`src/rtl/core/drt_pkg.sv`:
```
// ----------------------------------------------------------------------------
// drt_pkg
// Shared types and constants of the dirty range tracker: the queued range
// word, the result word and the back end sequencer states.
// ----------------------------------------------------------------------------
package drt_pkg;

   // default table depth and depth of both word queues
   localparam int DRT_MAX_BLOCKS  = 16;
   localparam int DRT_QUEUE_DEPTH = 2;

   // field widths
   localparam int DRT_START_W  = 31;
   localparam int DRT_REQLEN_W = 31;
   localparam int DRT_LEN_W    = 32;
   localparam int DRT_END_W    = 33;

   // range word as it travels from the front end to the table
   typedef struct packed {
      logic [DRT_START_W-1:0]  range_start;
      logic [DRT_REQLEN_W-1:0] range_length;
      logic [DRT_END_W-1:0]    range_end;
   } drt_item_type;

   // result word
   typedef struct packed {
      logic overlap_found;
      logic table_overflow;
   } drt_rsp_type;

   localparam int DRT_ITEM_W = $bits(drt_item_type);
   localparam int DRT_RSP_W  = $bits(drt_rsp_type);

   // back end sequencer
   typedef enum logic {
      BK_COMPARE,
      BK_UPDATE
   } drt_back_state_type;

endpackage

```
`src/rtl/core/drt_queue.sv`:
```
// ----------------------------------------------------------------------------
// drt_queue
// Small first-in first-out word queue with push/full and pop/empty sides.
// ----------------------------------------------------------------------------
module drt_queue
   import drt_pkg::*;
#(
   parameter int WIDTH = DRT_ITEM_W
) (
   input  logic             clock,
   input  logic             reset,
   input  logic             push,
   output logic             full,
   input  logic [WIDTH-1:0] wdata,
   output logic             empty,
   input  logic             pop,
   output logic [WIDTH-1:0] rdata
);

   localparam int PtrW = (DRT_QUEUE_DEPTH > 1) ? $clog2(DRT_QUEUE_DEPTH) : 1;
   localparam int CntW = $clog2(DRT_QUEUE_DEPTH + 1);

   logic [WIDTH-1:0] slot_ff [DRT_QUEUE_DEPTH];
   logic [PtrW-1:0]  wr_ptr_ff, wr_ptr_in;
   logic [PtrW-1:0]  rd_ptr_ff, rd_ptr_in;
   logic [CntW-1:0]  count_ff, count_in;
   logic             do_wr, do_rd;

   // handshake qualification
   assign full  = (count_ff == CntW'(DRT_QUEUE_DEPTH));
   assign empty = (count_ff == '0);
   assign do_wr = push && !full;
   assign do_rd = pop && !empty;
   assign rdata = slot_ff[rd_ptr_ff];

   // pointer and fill level update
   always_comb begin
      wr_ptr_in = wr_ptr_ff;
      rd_ptr_in = rd_ptr_ff;
      count_in  = count_ff;
      if (do_wr) begin
         wr_ptr_in = (wr_ptr_ff == PtrW'(DRT_QUEUE_DEPTH - 1)) ? '0 : wr_ptr_ff + 1'b1;
      end
      if (do_rd) begin
         rd_ptr_in = (rd_ptr_ff == PtrW'(DRT_QUEUE_DEPTH - 1)) ? '0 : rd_ptr_ff + 1'b1;
      end
      if (do_wr && !do_rd) begin
         count_in = count_ff + 1'b1;
      end else if (do_rd && !do_wr) begin
         count_in = count_ff - 1'b1;
      end
   end

   // control registers
   always_ff @(posedge clock) begin
      if (reset) begin
         wr_ptr_ff <= '0;
         rd_ptr_ff <= '0;
         count_ff  <= '0;
      end else begin
         wr_ptr_ff <= wr_ptr_in;
         rd_ptr_ff <= rd_ptr_in;
         count_ff  <= count_in;
      end
   end

   // storage
   always_ff @(posedge clock) begin
      if (do_wr) begin
         slot_ff[wr_ptr_ff] <= wdata;
      end
   end

endmodule

```
`config.mk`:
```
export PLATFORM = sky130hd
export DESIGN_NAME = drt_queue
export DESIGN_NICKNAME = d
export VERILOG_FILES = /design/src/rtl/core/drt_pkg.sv /design/src/rtl/core/drt_queue.sv
export SDC_FILE = /design/constraint.sdc
export NUM_CORES = 1
export LEC_CHECK = 0
export ABC_AREA = 1
export BUFFER_PORTS_ARGS = -buffer_cell sky130_fd_sc_hd__buf_2
export CAP_MARGIN = 20
export CELL_PAD_IN_SITES_DETAIL_PLACEMENT = 1
export CELL_PAD_IN_SITES_GLOBAL_PLACEMENT = 2
export CORE_ASPECT_RATIO = 1.5
export CORE_MARGIN = 2
export CORE_UTILIZATION = 38
export CTS_CLUSTER_DIAMETER = 40
export DETAILED_ROUTE_END_ITERATION = 10
export PLACE_DENSITY_LB_ADDON = 0.1
export SLEW_MARGIN = 20
export SYNTH_ARGS = -nofsm -noshare
export SYNTH_HDL_FRONTEND = slang
export SYNTH_SLANG_ARGS = --single-unit
```
`constraint.sdc`:
```
create_clock -name clock -period 6.9 [get_ports clock]
set_input_delay 1.38 -clock clock [delete_from_list [all_inputs] [get_ports clock]]
set_output_delay 1.38 -clock clock [all_outputs]
set_load 0.03 [all_outputs]
```
Yosys cells after proc, flatten, opt, wreduce, memory -nomap -nowiden:

Memories as Yosys holds them, arrays and structs flattened. A register that Yosys moved wholly into a read port is not among the register bits.
Cells that the tools add are included.

* $add $sub $neg: 4
* equal/unequal tests: 1
* muxes and demuxes: 8
* reduce and logical (&&, ||, !) cells: 10

Operators by type and width (number)
* two-way mux 1 bit: 6
* logical AND 1 bit: 4
* zero test 1 bit: 4
* two-way mux 2 bit: 2
* adder 1 bit, second input constant: 2
* adder 2 x 1 -> 2 bit, second input constant: 1
* == test 2 bit, second input constant: 1
* zero test 2 bit: 1
* nonzero test 2 bit: 1
* subtractor 2 x 1 -> 2 bit, second input constant: 1

* flip-flop bits (word level): 4
* bits in writable memories: 190
* bits of input ports: 99
* output and inout bits: 97
* memories kept: 1

Memories
* slot_ff: words 2, bits a word 95, read ports 1, clocked after memory_dff 1, wr ports 1, RTL line drt_queue.sv:23 `logic [WIDTH-1:0] slot_ff [DRT_QUEUE_DEPTH];`

Longest topological paths before layout:

* depth after elaboration: 7
* depth in mapped cells: 10

Least setup slack after synthesis:

Ideal clock, no wire load.

* path type: input to register
* from: input push
* to: memory slot_ff[0][0] (netlist bit), enable pin
* setup time: 550 ps
* arrival time: 5492 ps
* path slack: 858 ps
* stages: 2
* path through: o21ai_0 > nor2_1

* word-level cells in the longest chain between the ends: 3

RTL lines
* from (decl): RTL line drt_queue.sv:12 `input logic push,`
* logical AND 1 bit: RTL line drt_queue.sv:32 `assign do_wr = push && !full;`
* two-way mux 1 bit: RTL line drt_queue.sv:69 `if (do_wr) begin`
* two-way mux 1 bit (not written as such): RTL line drt_queue.sv:70 `slot_ff[wr_ptr_ff] <= wdata;`
* to (decl): RTL line drt_queue.sv:23

Every way passes these cells.

==> results.sh <==
export IMPL_status="completed"
export IMPL_clkLatencyLatePin_ns=0.42
export IMPL_ys_seq_area_frac=0.794
export IMPL_period_minus_slack_ns=3.49
export IMPL_place_gp_congestion=0.737
export IMPL_p_sw_frac=0.327
export IMPL_grt_usage=0.147
export IMPL_drt_initial_drc_count=219
export IMPL_critPathTopFamily="buffers and inverters"
export IMPL_first_global_vias=3955
export IMPL_synth_largest_area_cell="edfxtp_1"
export IMPL_irDropWorstVdd_mv=0.157
export IMPL_synth_nets=433
export IMPL_synth_cell_types=16
export IMPL_dp_cells=778
export IMPL_ys_ff_latch=195
export IMPL_cts_sink_count=195
export IMPL_maxSlewViolCount=0
export IMPL_pwr_share_comb=0.292
export IMPL_reg2reg_setup_slack_ns=4.90
export IMPL_p_switching_mw=1.14
export IMPL_n_fill_cell=1833
export IMPL_h_tree_depth=4
export IMPL_final_hold_violation_count=0
export IMPL_p_seq_frac=0.449
export IMPL_period_share=0.506
export IMPL_netlist_area_leader_share=0.781
export IMPL_setup_tns_ns=0
export IMPL_drv_cap=0
export IMPL_cp_max_fo=36
export IMPL_min_from="wr_ptr_ff"
export IMPL_die_x_um=117
export IMPL_first_pass_iters=4
export IMPL_critPathKind="reg -> out"
export IMPL_critPathSlowestCell="dfxtp_4"
export IMPL_grt_max_degree=61
export IMPL_cts_made_buffers=17
export IMPL_cts_resized=0
export IMPL_io_pins=196
export IMPL_grt_setup_unrepaired="no"
export IMPL_async_flop_share=0
export IMPL_placed_area_sq_um=8560
export IMPL_ant_nets=0
export IMPL_seq_area_sq_um=5810
export IMPL_cp_num_buf_inv=2
export IMPL_holdPathEnd="wr_ptr_ff"
export IMPL_fp_dieH_um=174
export IMPL_routed_via_count=3660
export IMPL_cp_required_ns=5.52
export IMPL_worst_pin_slew_ns=0.792
export IMPL_wl_per_cell_um=18.0
export IMPL_synth_most_common_cell="edfxtp_1"
export IMPL_finalSetupViolCount=0
export IMPL_drc=0
export IMPL_pwr_share_clk=0.259
export IMPL_start_kind="register"
export IMPL_r2r_start="count_ff[1]"
export IMPL_r2r_end="count_ff[1]"
export IMPL_p_int_mw=2.33
export IMPL_rows=62
export IMPL_nets=642
export IMPL_grt_antenna_before_repair=2
export IMPL_reg2reg_depth=9
export IMPL_initial_utilization=0.385
export IMPL_overflow=0
export IMPL_clock_path_buffers=2
export IMPL_crit_chain="buf_4 -> mux2_2 -> buf_2"
export IMPL_fin_skew_ns=0.00917
export IMPL_critPathCaptureType="primary output"
export IMPL_area_delta_synth_final_pct=24.9
export IMPL_fmax_mhz=286
export IMPL_dpl_hpwl_um=9900
export IMPL_yosysWarnings=0
export IMPL_io_buffers=195
export IMPL_cts_reportedPaths_clkPinSlew_ns=0.07
export IMPL_dieArea_sq_um=20400
export IMPL_synth_area_per_cell_sq_um=21.9
export IMPL_drive_gt1_frac=0.591
export IMPL_syn_cell_area_sq_um=7310
export IMPL_synth_edf_count=190
export IMPL_cts_tree="done"
export IMPL_min_path_cells=2
export IMPL_power_leakage_nw=3.47
export IMPL_cts_setup_buffers=0
export IMPL_fin_cells=812
export IMPL_syn_instance_count=333
export IMPL_yosys_top_cells_count="edfxtp_1 (190), mux2_4 (50), mux2_2 (45)"
export IMPL_multiInputGateArea_sq_um=1380
export IMPL_grt_first_pass_wirelength_um=21900
export IMPL_slew_headroom=0.472
export IMPL_cp_arrival_ns=2.11
export IMPL_p_per_area_nw_per_um2=380
export IMPL_ctsHoldBuffers=0
export IMPL_viasPerCell=4.51
export IMPL_final_cell_area_sq_um=9130
export IMPL_core_area_sq_um=19000
export IMPL_holdCritPathClass="reg -> reg"
export IMPL_synth_area_leaders="edfxtp_1 (78%), mux2_4 (10%), mux2_2 (6.9%)"
export IMPL_root_buffer="clkbuf_16"
export IMPL_max_stage_delay_ns=0.57
export IMPL_synth_top_flop_cell="edfxtp_1"
export IMPL_routed_wl_um=14600
## how the worst max path moves through the flow
stage,start,to,cells past startpoint
2_1_floorplan,push,slot_ff[0][0],2
3_3_place_gp,register,rdata[90],3
3_5_place_dp,register,rdata[15],3
4_1_cts,register,rdata[15],3
5_1_grt,register,rdata[90],3
6_report,register,rdata[90],3
## final cells by class
| cell class | count | share of cell area |
|---|---|---|
| flip-flops and latches | 195 | 0.636 |
| multi-input cells | 118 | 0.151 |
| repair buffers | 201 | 0.114 |
| clock buffers | 19 | 0.0474 |
| well taps | 256 | 0.0351 |
| clock inverters | 13 | 0.0119 |
| inverters | 9 | 0.00370 |
| diodes | 1 | 0.000274 |
## sequential cells by signal (all words and copies together) (netlist names), named ones only
register,count
rd_ptr_ff,1
slot_ff,190
count_ff,2
wr_ptr_ff,1
## metal layers
metal | routed length, um | part of all wire | GRT usage | up-vias
li1 | - | - | - | 1717
met1 | 5740 | 0.39 | 0.174 | 1800
met2 | 7710 | 0.53 | 0.250 | 125
met3 | 918 | 0.063 | 0.0437 | 16
met4 | 238 | 0.016 | 0.0539 | 2
met5 | 13 | 0.00089 | 0 | -
## worst min-delay path: cells and delay by family (launching register included)
| family | cells | cell delay [ns] |
|---|---|---|
| and+or+nand+nor | 2 | 0.16 |
| DFF | 1 | 0.34 |
## power groups by stage
stage	clock network (mW)	logic (mW)	registers [mW]
after global routing	0.975	1.08	1.58
final	0.898	1.01	1.56
after CTS	0.928	0.993	1.60
after floorplan	0	0.782	1.58
after detailed placement	0	0.991	1.63
after global placement	0	0.979	1.62
## logic make-up after synthesis
logic type / count (synthesis) / synth area share
flip-flops: 195 / 0.794
multiplexers: 95 / 0.172
AO/OA/AOI/OAI: 6 / 0.00411
AND/OR/NAND/NOR: 16 / 0.00907
adder cells (fa/ha/maj): 1 / 0.00171
buffers and inverters: 20 / 0.0187
## through the flow
| step | worst slack [ns] | hold slack, ns | utilization | power, mW |
|---|---|---|---|---|
| after global placement | 3.26 | 0.525 | 0.450 | 2.60 |
| after detailed placement | 3.21 | 0.532 | 0.450 | 2.62 |
| after CTS | 2.74 | 0.540 | 0.479 | 3.52 |
| after floorplan | 0.858 | 0.476 | - | 2.36 |
| final | 3.41 | 0.535 | 0.480 | 3.47 |
| after global routing | 3.29 | 0.582 | 0.480 | 3.63 |
## cells in the final DEF (no fill, tap or decap)
cell	n
edfxtp_1	190
inv_6	2
clkinvlp_4	6
clkbuf_16	17
buf_4	5
diode_2	1
dfxtp_1	4
inv_1	9
ha_1	1
a21oi_1	1
mux2_2	45
buf_16	1
clkinv_8	1
clkbuf_1	2
o21ai_0	5
buf_2	195
clkinv_4	3
dfxtp_4	1
nor2_4	2
clkinv_1	1
nand2_1	4
mux2_4	50
nor2_1	7
and2_1	1
nand4_1	1
nand3_1	1
Power figures use the tool's default switching activity.
