`config.mk`:
```
export PLATFORM = sky130hd
export DESIGN_NAME = drt_front
export DESIGN_NICKNAME = d
export VERILOG_FILES = /design/src/rtl/core/drt_pkg.sv /design/src/rtl/core/drt_queue.sv /design/src/rtl/core/drt_front.sv
export SDC_FILE = /design/constraint.sdc
export NUM_CORES = 1
export LEC_CHECK = 0
export ABC_CLOCK_PERIOD_IN_PS = 10350
export BUFFER_PORTS_ARGS = -buffer_cell sky130_fd_sc_hd__buf_4
export CAP_MARGIN = 20
export CORE_MARGIN = 4
export CORE_UTILIZATION = 45
export DETAILED_ROUTE_END_ITERATION = 8
export HOLD_SLACK_MARGIN = 0.08
export MAX_ROUTING_LAYER = met4
export PLACE_DENSITY = 0.67
export SLEW_MARGIN = 10
export SYNTH_ARGS = -nofsm -noshare
export SYNTH_HDL_FRONTEND = slang
export SYNTH_SLANG_ARGS = --single-unit
```
`constraint.sdc`:
```
create_clock -name clock -period 10.35 [get_ports clock]
set_input_delay 1.5525 -clock clock [delete_from_list [all_inputs] [get_ports clock]]
set_output_delay 1.5525 -clock clock [all_outputs]
set_load 0.05 [all_outputs]
```
`src/rtl/core/drt_pkg.sv`:
```
// ----------------------------------------------------------------------------
// drt_pkg
// Shared types and constants of the dirty range tracker: the queued range
// word, the result word and the back end sequencer states.
// ----------------------------------------------------------------------------
package drt_pkg;

   // default table depth and depth of both word queues
   localparam int DRT_MAX_BLOCKS  = 16;
   localparam int DRT_QUEUE_DEPTH = 2;

   // field widths
   localparam int DRT_START_W  = 31;
   localparam int DRT_REQLEN_W = 31;
   localparam int DRT_LEN_W    = 32;
   localparam int DRT_END_W    = 33;

   // range word as it travels from the front end to the table
   typedef struct packed {
      logic [DRT_START_W-1:0]  range_start;
      logic [DRT_REQLEN_W-1:0] range_length;
      logic [DRT_END_W-1:0]    range_end;
   } drt_item_type;

   // result word
   typedef struct packed {
      logic overlap_found;
      logic table_overflow;
   } drt_rsp_type;

   localparam int DRT_ITEM_W = $bits(drt_item_type);
   localparam int DRT_RSP_W  = $bits(drt_rsp_type);

   // back end sequencer
   typedef enum logic {
      BK_COMPARE,
      BK_UPDATE
   } drt_back_state_type;

endpackage

```
`src/rtl/core/drt_queue.sv`:
```
// ----------------------------------------------------------------------------
// drt_queue
// Small first-in first-out word queue with push/full and pop/empty sides.
// ----------------------------------------------------------------------------
module drt_queue
   import drt_pkg::*;
#(
   parameter int WIDTH = DRT_ITEM_W
) (
   input  logic             clock,
   input  logic             reset,
   input  logic             push,
   output logic             full,
   input  logic [WIDTH-1:0] wdata,
   output logic             empty,
   input  logic             pop,
   output logic [WIDTH-1:0] rdata
);

   localparam int PtrW = (DRT_QUEUE_DEPTH > 1) ? $clog2(DRT_QUEUE_DEPTH) : 1;
   localparam int CntW = $clog2(DRT_QUEUE_DEPTH + 1);

   logic [WIDTH-1:0] slot_ff [DRT_QUEUE_DEPTH];
   logic [PtrW-1:0]  wr_ptr_ff, wr_ptr_in;
   logic [PtrW-1:0]  rd_ptr_ff, rd_ptr_in;
   logic [CntW-1:0]  count_ff, count_in;
   logic             do_wr, do_rd;

   // handshake qualification
   assign full  = (count_ff == CntW'(DRT_QUEUE_DEPTH));
   assign empty = (count_ff == '0);
   assign do_wr = push && !full;
   assign do_rd = pop && !empty;
   assign rdata = slot_ff[rd_ptr_ff];

   // pointer and fill level update
   always_comb begin
      wr_ptr_in = wr_ptr_ff;
      rd_ptr_in = rd_ptr_ff;
      count_in  = count_ff;
      if (do_wr) begin
         wr_ptr_in = (wr_ptr_ff == PtrW'(DRT_QUEUE_DEPTH - 1)) ? '0 : wr_ptr_ff + 1'b1;
      end
      if (do_rd) begin
         rd_ptr_in = (rd_ptr_ff == PtrW'(DRT_QUEUE_DEPTH - 1)) ? '0 : rd_ptr_ff + 1'b1;
      end
      if (do_wr && !do_rd) begin
         count_in = count_ff + 1'b1;
      end else if (do_rd && !do_wr) begin
         count_in = count_ff - 1'b1;
      end
   end

   // control registers
   always_ff @(posedge clock) begin
      if (reset) begin
         wr_ptr_ff <= '0;
         rd_ptr_ff <= '0;
         count_ff  <= '0;
      end else begin
         wr_ptr_ff <= wr_ptr_in;
         rd_ptr_ff <= rd_ptr_in;
         count_ff  <= count_in;
      end
   end

   // storage
   always_ff @(posedge clock) begin
      if (do_wr) begin
         slot_ff[wr_ptr_ff] <= wdata;
      end
   end

endmodule

```
`src/rtl/core/drt_front.sv`:
```
// ----------------------------------------------------------------------------
// drt_front
// Accepts write ranges, works out the exclusive end of each range and
// queues the word for the table logic.
// ----------------------------------------------------------------------------
module drt_front
   import drt_pkg::*;
(
   input  logic                    clock,
   input  logic                    reset,
   input  logic                    req_push,
   output logic                    req_full,
   input  logic [DRT_START_W-1:0]  req_range_start,
   input  logic [DRT_REQLEN_W-1:0] req_range_length,
   output drt_item_type            head,
   output logic                    head_empty,
   input  logic                    head_pop
);

   drt_item_type          item;
   logic [DRT_ITEM_W-1:0] head_bits;

   // range end, exact in 33 bits
   always_comb begin
      item.range_start  = req_range_start;
      item.range_length = req_range_length;
      item.range_end    = DRT_END_W'(req_range_start) + DRT_END_W'(req_range_length);
   end

   // hand-off queue to the table logic
   drt_queue #(
      .WIDTH (DRT_ITEM_W)
   ) u_req_queue (
      .clock (clock),
      .reset (reset),
      .push  (req_push),
      .full  (req_full),
      .wdata (item),
      .empty (head_empty),
      .pop   (head_pop),
      .rdata (head_bits)
   );

   assign head = drt_item_type'(head_bits);

endmodule

```
### After elaboration in Yosys (flattened, before gate mapping)

Memories as Yosys holds them, arrays and structs flattened. A register that Yosys moved wholly into a read port is not among the register bits.
Cells that the tools add are included.

| cells by class | value |
|---|---|
| add/sub/neg operators | 5 |
| multiply operators | 0 |
| divide/modulo/power cells | 0 |
| order comparisons | 0 |
| eq/ne operators | 1 |
| shifts and indexed selects | 0 |
| multiplexer cells | 8 |
| bitwise operators | 0 |
| reduce and logical (&&, ||, !) cells | 10 |

Operators by type and width:

| kind | count |
|---|---|
| $add A31 B31 Y32 | 1 |
| $mux W1 | 6 |
| $logic_and A1 B1 Y1 | 4 |
| $logic_not A1 Y1 | 4 |
| $mux W2 | 2 |
| $add A1 B1 Y1 const B | 2 |
| $add A2 B1 Y2 const B | 1 |
| $eq A2 B2 Y1 const B | 1 |
| $logic_not A2 Y1 | 1 |
| $reduce_bool A2 Y1 | 1 |
| $sub A2 B1 Y2 const B | 1 |

| storage, ports and cells | value |
|---|---|
| flip-flop bits (word level) | 4 |
| bits in latches | 0 |
| RAM bits | 188 |
| bits in read-only memories | 0 |
| input bits | 66 |
| logic and storage cells | 28 |
| memories | 1 |

Memories:

| name | depth | width | read ports | clocked after Yosys merged registers in | wr ports | line | RTL |
|---|---|---|---|---|---|---|---|
| u_req_queue.slot_ff | 2 | 94 | 1 | 1 | 1 | drt_queue.sv:23 | `logic [WIDTH-1:0] slot_ff [DRT_QUEUE_DEPTH];` |

### Depth between registers and ports, before layout

Gate-level depths: netlist of run 1.

| depth | value |
|---|---|
| depth after elaboration | 7 |
| mapped depth | 8 |

### Modules after synthesis

From an unflattened synthesis of run 1, not the netlist that was laid out.

| unflattened totals | value |
|---|---|
| cell total of the unflattened synthesis | 588 |
| area, all modules | 9120.0 µm² |

Modules (own cells, without submodules):

| module | instances | cells each | area an instance (µm²) | seq. area each (µm²) |
|---|---|---|---|---|
| drt_queue | 1 | 321 | 7327.0 | 5805.6 |
| drt_front | 1 | 267 | 1793.0 | 0.0 |

### Worst setup path before layout of run 1

Ideal clock, no wire load.

| timing | value |
|---|---|
| kind | input-to-reg |
| from | in req_push |
| to | mem u_req_queue.slot_ff[0][0] (netlist bit), enable pin |
| setup time | 0.547 ns |
| arrival time | 5.554 ns |
| required time | 9.803 ns |
| setup slack | 4.249 ns |
| stages | 2 |
| path through | nand2_1 -> nor2_1 |

| between the ends | value |
|---|---|
| word-level cells in the longest chain between the ends | 3 |

Ends and longest elaborated chain:

| what | line | RTL |
|---|---|---|
| start, declared | drt_front.sv:11 | `input logic req_push,` |
| $logic_and A1 B1 Y1 | drt_queue.sv:32 | `assign do_wr = push && !full;` |
| $mux W1 | drt_queue.sv:69 | `if (do_wr) begin` |
| $mux W1 (not written as such) | drt_queue.sv:70 | `slot_ff[wr_ptr_ff] <= wdata;` |
| end, declared | drt_queue.sv:23 |  |

Every way passes these cells.

==> impl_metrics.csv, run 1 <==
group,metric,value,unit
status,status,"complete, no violations",
timing,relSlewSlack,37.1,%
floorplanning,ios,163,
logic_synthesis,muxShareOfSynthArea,12.1,%
clock_tree,clkSlewWorstSetupHoldPaths,0.07,ns
setup_path,cp_data_arrival_time,2.51,ns
logic_synthesis,synth_compound_area_share,7.65,%
floorplanning,core_area,0.0190,mm^2
clock_tree,insertion_delay,0.43,ns
global_route,grt_pass1_vias,5720,
finish,drive_above_1_share,41.1,%
logic_synthesis,synthCells,588,
setup_path,worstPathRequired,8.80,ns
setup_path,critPathMaxFanout,56,
logic_synthesis,yosysWarnings,0,
global_route,antenna_found_initial,0,
finish,area_growth,24.3,%
logic_synthesis,ys_types,67,
clock_tree,clock-sinks,193,
timing,maxSlewViolCount,0,
clock_tree,ctsResizeCount,0,
clock_tree,cts_inserted_buffers,17,
clock_tree,cts-root-buf,"clkbuf_16",
power_and_ir_drop,vdd_drop_max,159,uV
timing,fmax,0.246,GHz
placement,gp_congestion,0.890,
logic_synthesis,synth_simple_gate_area_share,6.11,%
logic_synthesis,synthXorXnorAreaFrac,2.78,%
routing,detail-route-antenna-nets,0,
logic_synthesis,synth_top_family_by_area,"multiplexers",
logic_synthesis,synth-main-ff-cell,"edfxtp_1",
floorplanning,dieArea,0.0219,mm^2
run,drv_cap,0,
finish,antennaDiodeCount,0,
timing,setup_viol,0,
timing,rsz0062_at_grt,"false",
hold_path,hold_path.class,"reg -> reg",
timing,worst_slew_pin_slew,0.941,ns
setup_path,end_kind,"primary output",
timing,finalCritPeriodShare,39.2,%
routing,drt_pass1_iterations,5,
logic_synthesis,syn_nets,687,
timing,fin_ws,6.29,ns
floorplanning,placementRows,50,
routing,drt-total-wl,19200,um
timing,finalSetupTns,0,ns
global_route,grtUsageTotal,17.9,%
timing,min_period,4.06,ns
finish,nFillCells,1577,
floorplanning,die_x,148,um
setup_path,worstSetupPathType,"reg -> out",
clock_tree,post-cts-setup-buffer-count,0,
clock_tree,clk_path_buf_depth,2,
placement,dpl_worst_slack,6.38,ns
logic_synthesis,ys_ff_latch,193,
placement,io_buffers,161,
clock_tree,cts_max_level,4,
setup_path,start_kind,"register",
routing,drc,0,
logic_synthesis,synth_area_per_cell,15.0,um^2
clock_tree,cts_tree,"built",
routing,drtIter0Drc,324,
routing,wl_per_cell,18.8,um
routing,avgViaCountPerCell,5.33,
logic_synthesis,synth_fa_ha_area_share,4.76,%
clock_tree,cts_hold_buf,0,
global_route,grt_pass1_wl,29900,um
global_route,grt_max_degree,66,
routing,via_count,5447,
finish,layout.nets,848,
floorplanning,die_h,148,um
finish,fin_cells,1022,
power_and_ir_drop,power_per_cell_area,270,mW/mm^2
logic_synthesis,async_reset_ff_share,0,%
power_and_ir_drop,p_leak,4.14,nW
timing,fin_worst_skew,0.00932,ns
floorplanning,start_util,46.4,%
global_route,grt.overflow.total,0,
timing,timing_hold_violations_final,0,
logic_synthesis,syn_area,0.00883,mm^2
placement,dp_cells,990,
logic_synthesis,synth_edf_count,188,
logic_synthesis,yosysSeqAreaShare,65.1,%
placement,hpwl,13300,um
-- kinds of logic (layout without fill, tap and decap cells) --
| family | count (synthesis) | in the layout |
|---|---|---|
| buffers and inverters | 30 | 204 |
| other | 1 | 1 |
| xor gates and xnor gates | 28 | 28 |
| DFF | 193 | 193 |
| adders and majority gates | 33 | 33 |
| AOI/OAI and AO/OA | 101 | 101 |
| and+or+nand+nor | 107 | 107 |
| muxes | 95 | 95 |
-- layer usage --
layer | share of wire, % | wire (um) | vias up | global-route usage, %
met4 | 0.93 | 178 | 0 | 4.57
li1 | - | - | 2597 | -
met2 | 51 | 9730 | 145 | 29.7
met3 | 5.6 | 1070 | 15 | 4.11
met5 | 0 | 0 | - | -
met1 | 43 | 8230 | 2690 | 22.4
-- stage by stage --
stage	cell area (um^2)	total power, mW	utilization (%)	hold WS (ns)
2_1_floorplan	8830	1.92	-	0.472
3_3_place_gp	10300	2.24	54.2	0.490
3_5_place_dp	10300	2.26	54.2	0.492
4_1_cts	11000	2.99	57.7	0.513
5_1_grt	11000	3.08	57.7	0.562
6_report	11000	2.96	57.7	0.511
-- path summary, 6_finish.rpt --
kind	start	slack, ns	cells past startpoint	to
worst min-delay path	u_req_queue.rd_ptr_ff	0.51	2	u_req_queue.rd_ptr_ff
worst min register to register	u_req_queue.rd_ptr_ff	0.51	2	u_req_queue.rd_ptr_ff
worst max-delay path	register	6.29	3	head[94]
worst max register to register	u_req_queue.count_ff[0]	7.59	4	u_req_queue.slot_ff[0][33]
-- where the power goes --
group	leakage (nW)	total, mW	switching (mW)	internal, mW
clock network	0.324	0.728	0.279	0.450
registers	1.80	1.08	0.0521	1.02
logic	2.02	1.15	0.778	0.376
-- final cells by class --
class / instances / area [um^2] / area share [%]
clock buffer: 20 / 467 / 4.25
clock inverter: 12 / 204 / 1.86
inverter: 8 / 30.0 / 0.274
multi-input combinational: 365 / 2970 / 27.0
sequential: 193 / 5750 / 52.4
tap: 260 / 325 / 2.96
timing repair buffer: 164 / 1230 / 11.2
-- sequential cells by signal, summed over array words and instances, names as in the netlist, named ones only --
signal and flops:
u_req_queue.count_ff 2, u_req_queue.rd_ptr_ff 1, u_req_queue.slot_ff 188, u_req_queue.wr_ptr_ff 1
-- critical path, stage by stage, from the launching register on --
cell     delay, ns
dfxtp_4       0.69
buf_4         0.71
mux2_2        0.42
buf_4         0.19
-- layout by cell type, fill, tap and decap left out, types with 3 or more instances in the layout --
cell,netlist,layout
nand2_1,24,24
edfxtp_1,188,188
or2_2,3,3
inv_1,8,8
mux2_2,94,94
xnor2_1,13,13
ha_1,32,32
nor2_1,28,27
a21o_1,9,9
clkbuf_16,0,17
a21oi_1,32,32
a31oi_1,4,4
o211ai_1,6,6
and3_1,4,3
nand4_1,4,4
nor3_1,10,10
clkbuf_8,0,3
o21ai_0,19,19
and2_1,3,3
xor2_1,15,15
buf_4,2,164
or3_1,3,3
bufinv_16,0,5
nand3_1,12,12
dfxtp_1,5,4
-- cell usage after synthesis, types with 3 or more instances --
library cell / number / area share [%]
edfxtp_1: 188 / 64
mux2_2: 94 / 12
a21oi_1: 32 / 1.8
ha_1: 32 / 4.5
nor2_1: 28 / 1.2
nand2_1: 24 / 1.0
o21ai_0: 19 / 1.1
xor2_1: 15 / 1.5
clkbuf_1: 14 / 0.60
xnor2_1: 13 / 1.3
nand3_1: 12 / 0.68
nor3_1: 10 / 0.57
a21o_1: 9 / 0.77
inv_1: 8 / 0.34
o211ai_1: 6 / 0.51
dfxtp_1: 5 / 1.1
a31oi_1: 4 / 0.28
and3_1: 4 / 0.28
nand4_1: 4 / 0.28
and2_1: 3 / 0.21
buf_1: 3 / 0.13
or2_2: 3 / 0.21
or3_1: 3 / 0.21
No activity file was read; power rests on OpenSTA's default activity.
==> run 2: changes to the inputs <==
ABC_AREA = 1   (was unset)
ABC_CLOCK_PERIOD_IN_PS = 3760   (was 10350)
PLACE_DENSITY = 0.66   (was 0.67)
clock period = 3.76 ns   (was 10.35 ns; I/O delays follow)
==> impl_metrics.csv, run 2 <==
group,metric,value,unit
timing,maxSlewViolCount,0,
clock_tree,cts_inserted_buffers,17,
global_route,grt_pass1_vias,5997,
routing,drt_pass1_iterations,5,
setup_path,cp_data_arrival_time,2.15,ns
global_route,busiest_layer,"met2",
timing,fmax,0.369,GHz
floorplanning,placementRows,52,
finish,reg_top3,"u_req_queue.slot_ff x188, u_req_queue.count_ff x2",
clock_tree,clk_path_buf_depth,2,
setup_path,start_kind,"register",
routing,detail-route-antenna-nets,0,
logic_synthesis,yosysWarnings,0,
clock_tree,post-cts-setup-buffer-count,0,
setup_path,reg2reg_from,"u_req_queue.count_ff[1]",
global_route,grtUsageMet2,28.5,%
logic_synthesis,synth_common_cells,"nand2_1, edfxtp_1, inv_1",
setup_path,crit_path_frequent_cell,"buf_4",
setup_path,r2r_cells,8,
global_route,gr-usage-met3,4.55,%
power_and_ir_drop,vdd_drop_max,586,uV
logic_synthesis,synth.top_cell.area_share,61.0,%
power_and_ir_drop,p_leak,4.96,nW
floorplanning,die_h,151,um
logic_synthesis,synth_area_per_cell,11.7,um^2
status,status,"complete, no violations",
clock_tree,cts_hold_buf,0,
timing,holdWs,0.315,ns
finish,area_growth,23.8,%
setup_path,end_kind,"primary output",
global_route,antenna_found_initial,0,
floorplanning,start_util,45.7,%
routing,via_count,6076,
setup_path,worst_r2r_endpoint,"u_req_queue.count_ff[1]",
setup_path,worstSetupPathType,"reg -> out",
logic_synthesis,async_reset_ff_share,0,%
finish,most-common-layout-cells,"nand2_1, edfxtp_1, buf_4",
routing,drc,0,
setup_path,critPathSlowestCell,"dfxtp_4",
setup_path,worstPathRequired,3.20,ns
clock_tree,clkSlewWorstSetupHoldPaths,0.07,ns
timing,finalCritPeriodShare,72.1,%
clock_tree,insertion_delay,0.43,ns
hold_path,hold_depth,2,
routing,drt-total-wl,19700,um
logic_synthesis,synth_top_cell_by_area,"edfxtp_1",
routing,drtIter0Drc,334,
clock_tree,cts_tree,"built",
setup_path,slowest_delay,0.71,ns
floorplanning,ios,163,
placement,hpwl,14500,um
timing,min_period,2.71,ns
clock_tree,cts_max_level,4,
hold_path,hold_path.class,"in -> reg",
finish,layout.nets,1067,
finish,antennaDiodeCount,0,
setup_path,critPathTopFamily,"flip-flops",
global_route,grt_pass1_wl,30900,um
placement,gp_congestion,0.894,
finish,drive_above_1_share,31.8,%
hold_path,hold_start,"reset",
floorplanning,die_x,151,um
logic_synthesis,yosysSeqAreaShare,62.1,%
logic_synthesis,synth_edf_count,188,
clock_tree,clock-sinks,193,
finish,regMostFlops,"u_req_queue.slot_ff",
logic_synthesis,ys_types,27,
global_route,grt_max_degree,51,
setup_path,r2r_setup_slack,1.72,ns
finish,layout_commonest_cell,"nand2_1",
setup_path,path_buf_inv,2,
logic_synthesis,syn_area,0.00926,mm^2
run,drv_cap,0,
global_route,grtUsageTotal,18.2,%
logic_synthesis,ys_ff_latch,193,
timing,fin_worst_skew,0.00808,ns
logic_synthesis,syn_nets,892,
clock_tree,cts-root-buf,"clkbuf_16",
timing,finalSetupTns,0,ns
power_and_ir_drop,power_per_cell_area,672,mW/mm^2
logic_synthesis,synthTopCellsByArea,"edfxtp_1, mux2_2, nand2_1",
timing,relSlewSlack,49.7,%
setup_path,critPathMaxFanout,38,
logic_synthesis,synth-main-ff-cell,"edfxtp_1",
setup_path,crit_chain,"buf_4 > mux2_2 > buf_4",
timing,setup_viol,0,
floorplanning,core_area,0.0202,mm^2
floorplanning,dieArea,0.0229,mm^2
placement,io_buffers,161,
logic_synthesis,synthCells,793,
timing,worst_slew_pin_slew,0.747,ns
global_route,use_met1,23.9,%
timing,timing_hold_violations_final,0,
timing,rsz0062_at_grt,"false",
logic_synthesis,synth.most_common_cell,"nand2_1",
clock_tree,ctsResizeCount,0,
finish,largest_reg_flops,188,
routing,wl_per_cell,15.8,um
routing,avgViaCountPerCell,4.86,
global_route,grt.overflow.total,0,
-- run 2: report_power, final --
| part | internal, mW | switching [mW] |
|---|---|---|
| Sequential | 2.77 | 0.113 |
| Combinational | 0.915 | 1.94 |
| Clock | 1.18 | 0.775 |
| Total | 4.87 | 2.83 |
-- run 2: worst max-delay path by stage --
stage | from | end | cells past startpoint
floorplan | req_push | u_req_queue.slot_ff[1][0] | 2
global placement | req_range_start[0] | u_req_queue.slot_ff[0][28] | 13
detailed placement | req_range_start[0] | u_req_queue.slot_ff[0][28] | 13
CTS | register | head[87] | 3
global route | register | head[87] | 3
finish | register | head[87] | 3
-- run 2: per-stage QoR --
step	cell area [um^2]	total power [mW]	utilization (%)	setup WS, ns	cells
floorplan	9260	4.98	-	0.123	793
global placement	10800	5.81	53.5	1.34	1219
detailed placement	10800	5.82	53.5	1.29	1219
CTS	11500	7.78	56.6	0.998	1250
global route	11500	8.05	56.6	0.931	1250
finish	11500	7.70	56.6	1.05	1250
-- run 2: kinds of logic (layout without fill, tap and decap cells) --
family,after synthesis,count (layout),synth area share [%]
AOI/OAI and AO/OA,36,36,2.12
xor gates and xnor gates,15,15,1.42
adders and majority gates,33,33,4.54
buffers and inverters,119,306,5.00
DFF,193,193,62.1
muxes,94,94,11.4
other,1,1,0.0405
and+or+nand+nor,302,302,13.4
-- run 2: area by class of cell --
type,instances,area [um^2]
inverter,108,405
fill,1782,8770
timing repair buffer,167,1270
sequential,193,5750
clock buffer,18,429
clock inverter,13,210
multi-input combinational,481,3060
tap,270,338
-- run 2: metal layers --
metal	up-vias	share of wire, %	wire, um
li1	3040	-	-
met1	2855	46	8990
met2	163	46	9140
met3	18	7.0	1390
met4	0	1.1	225
met5	-	0	0
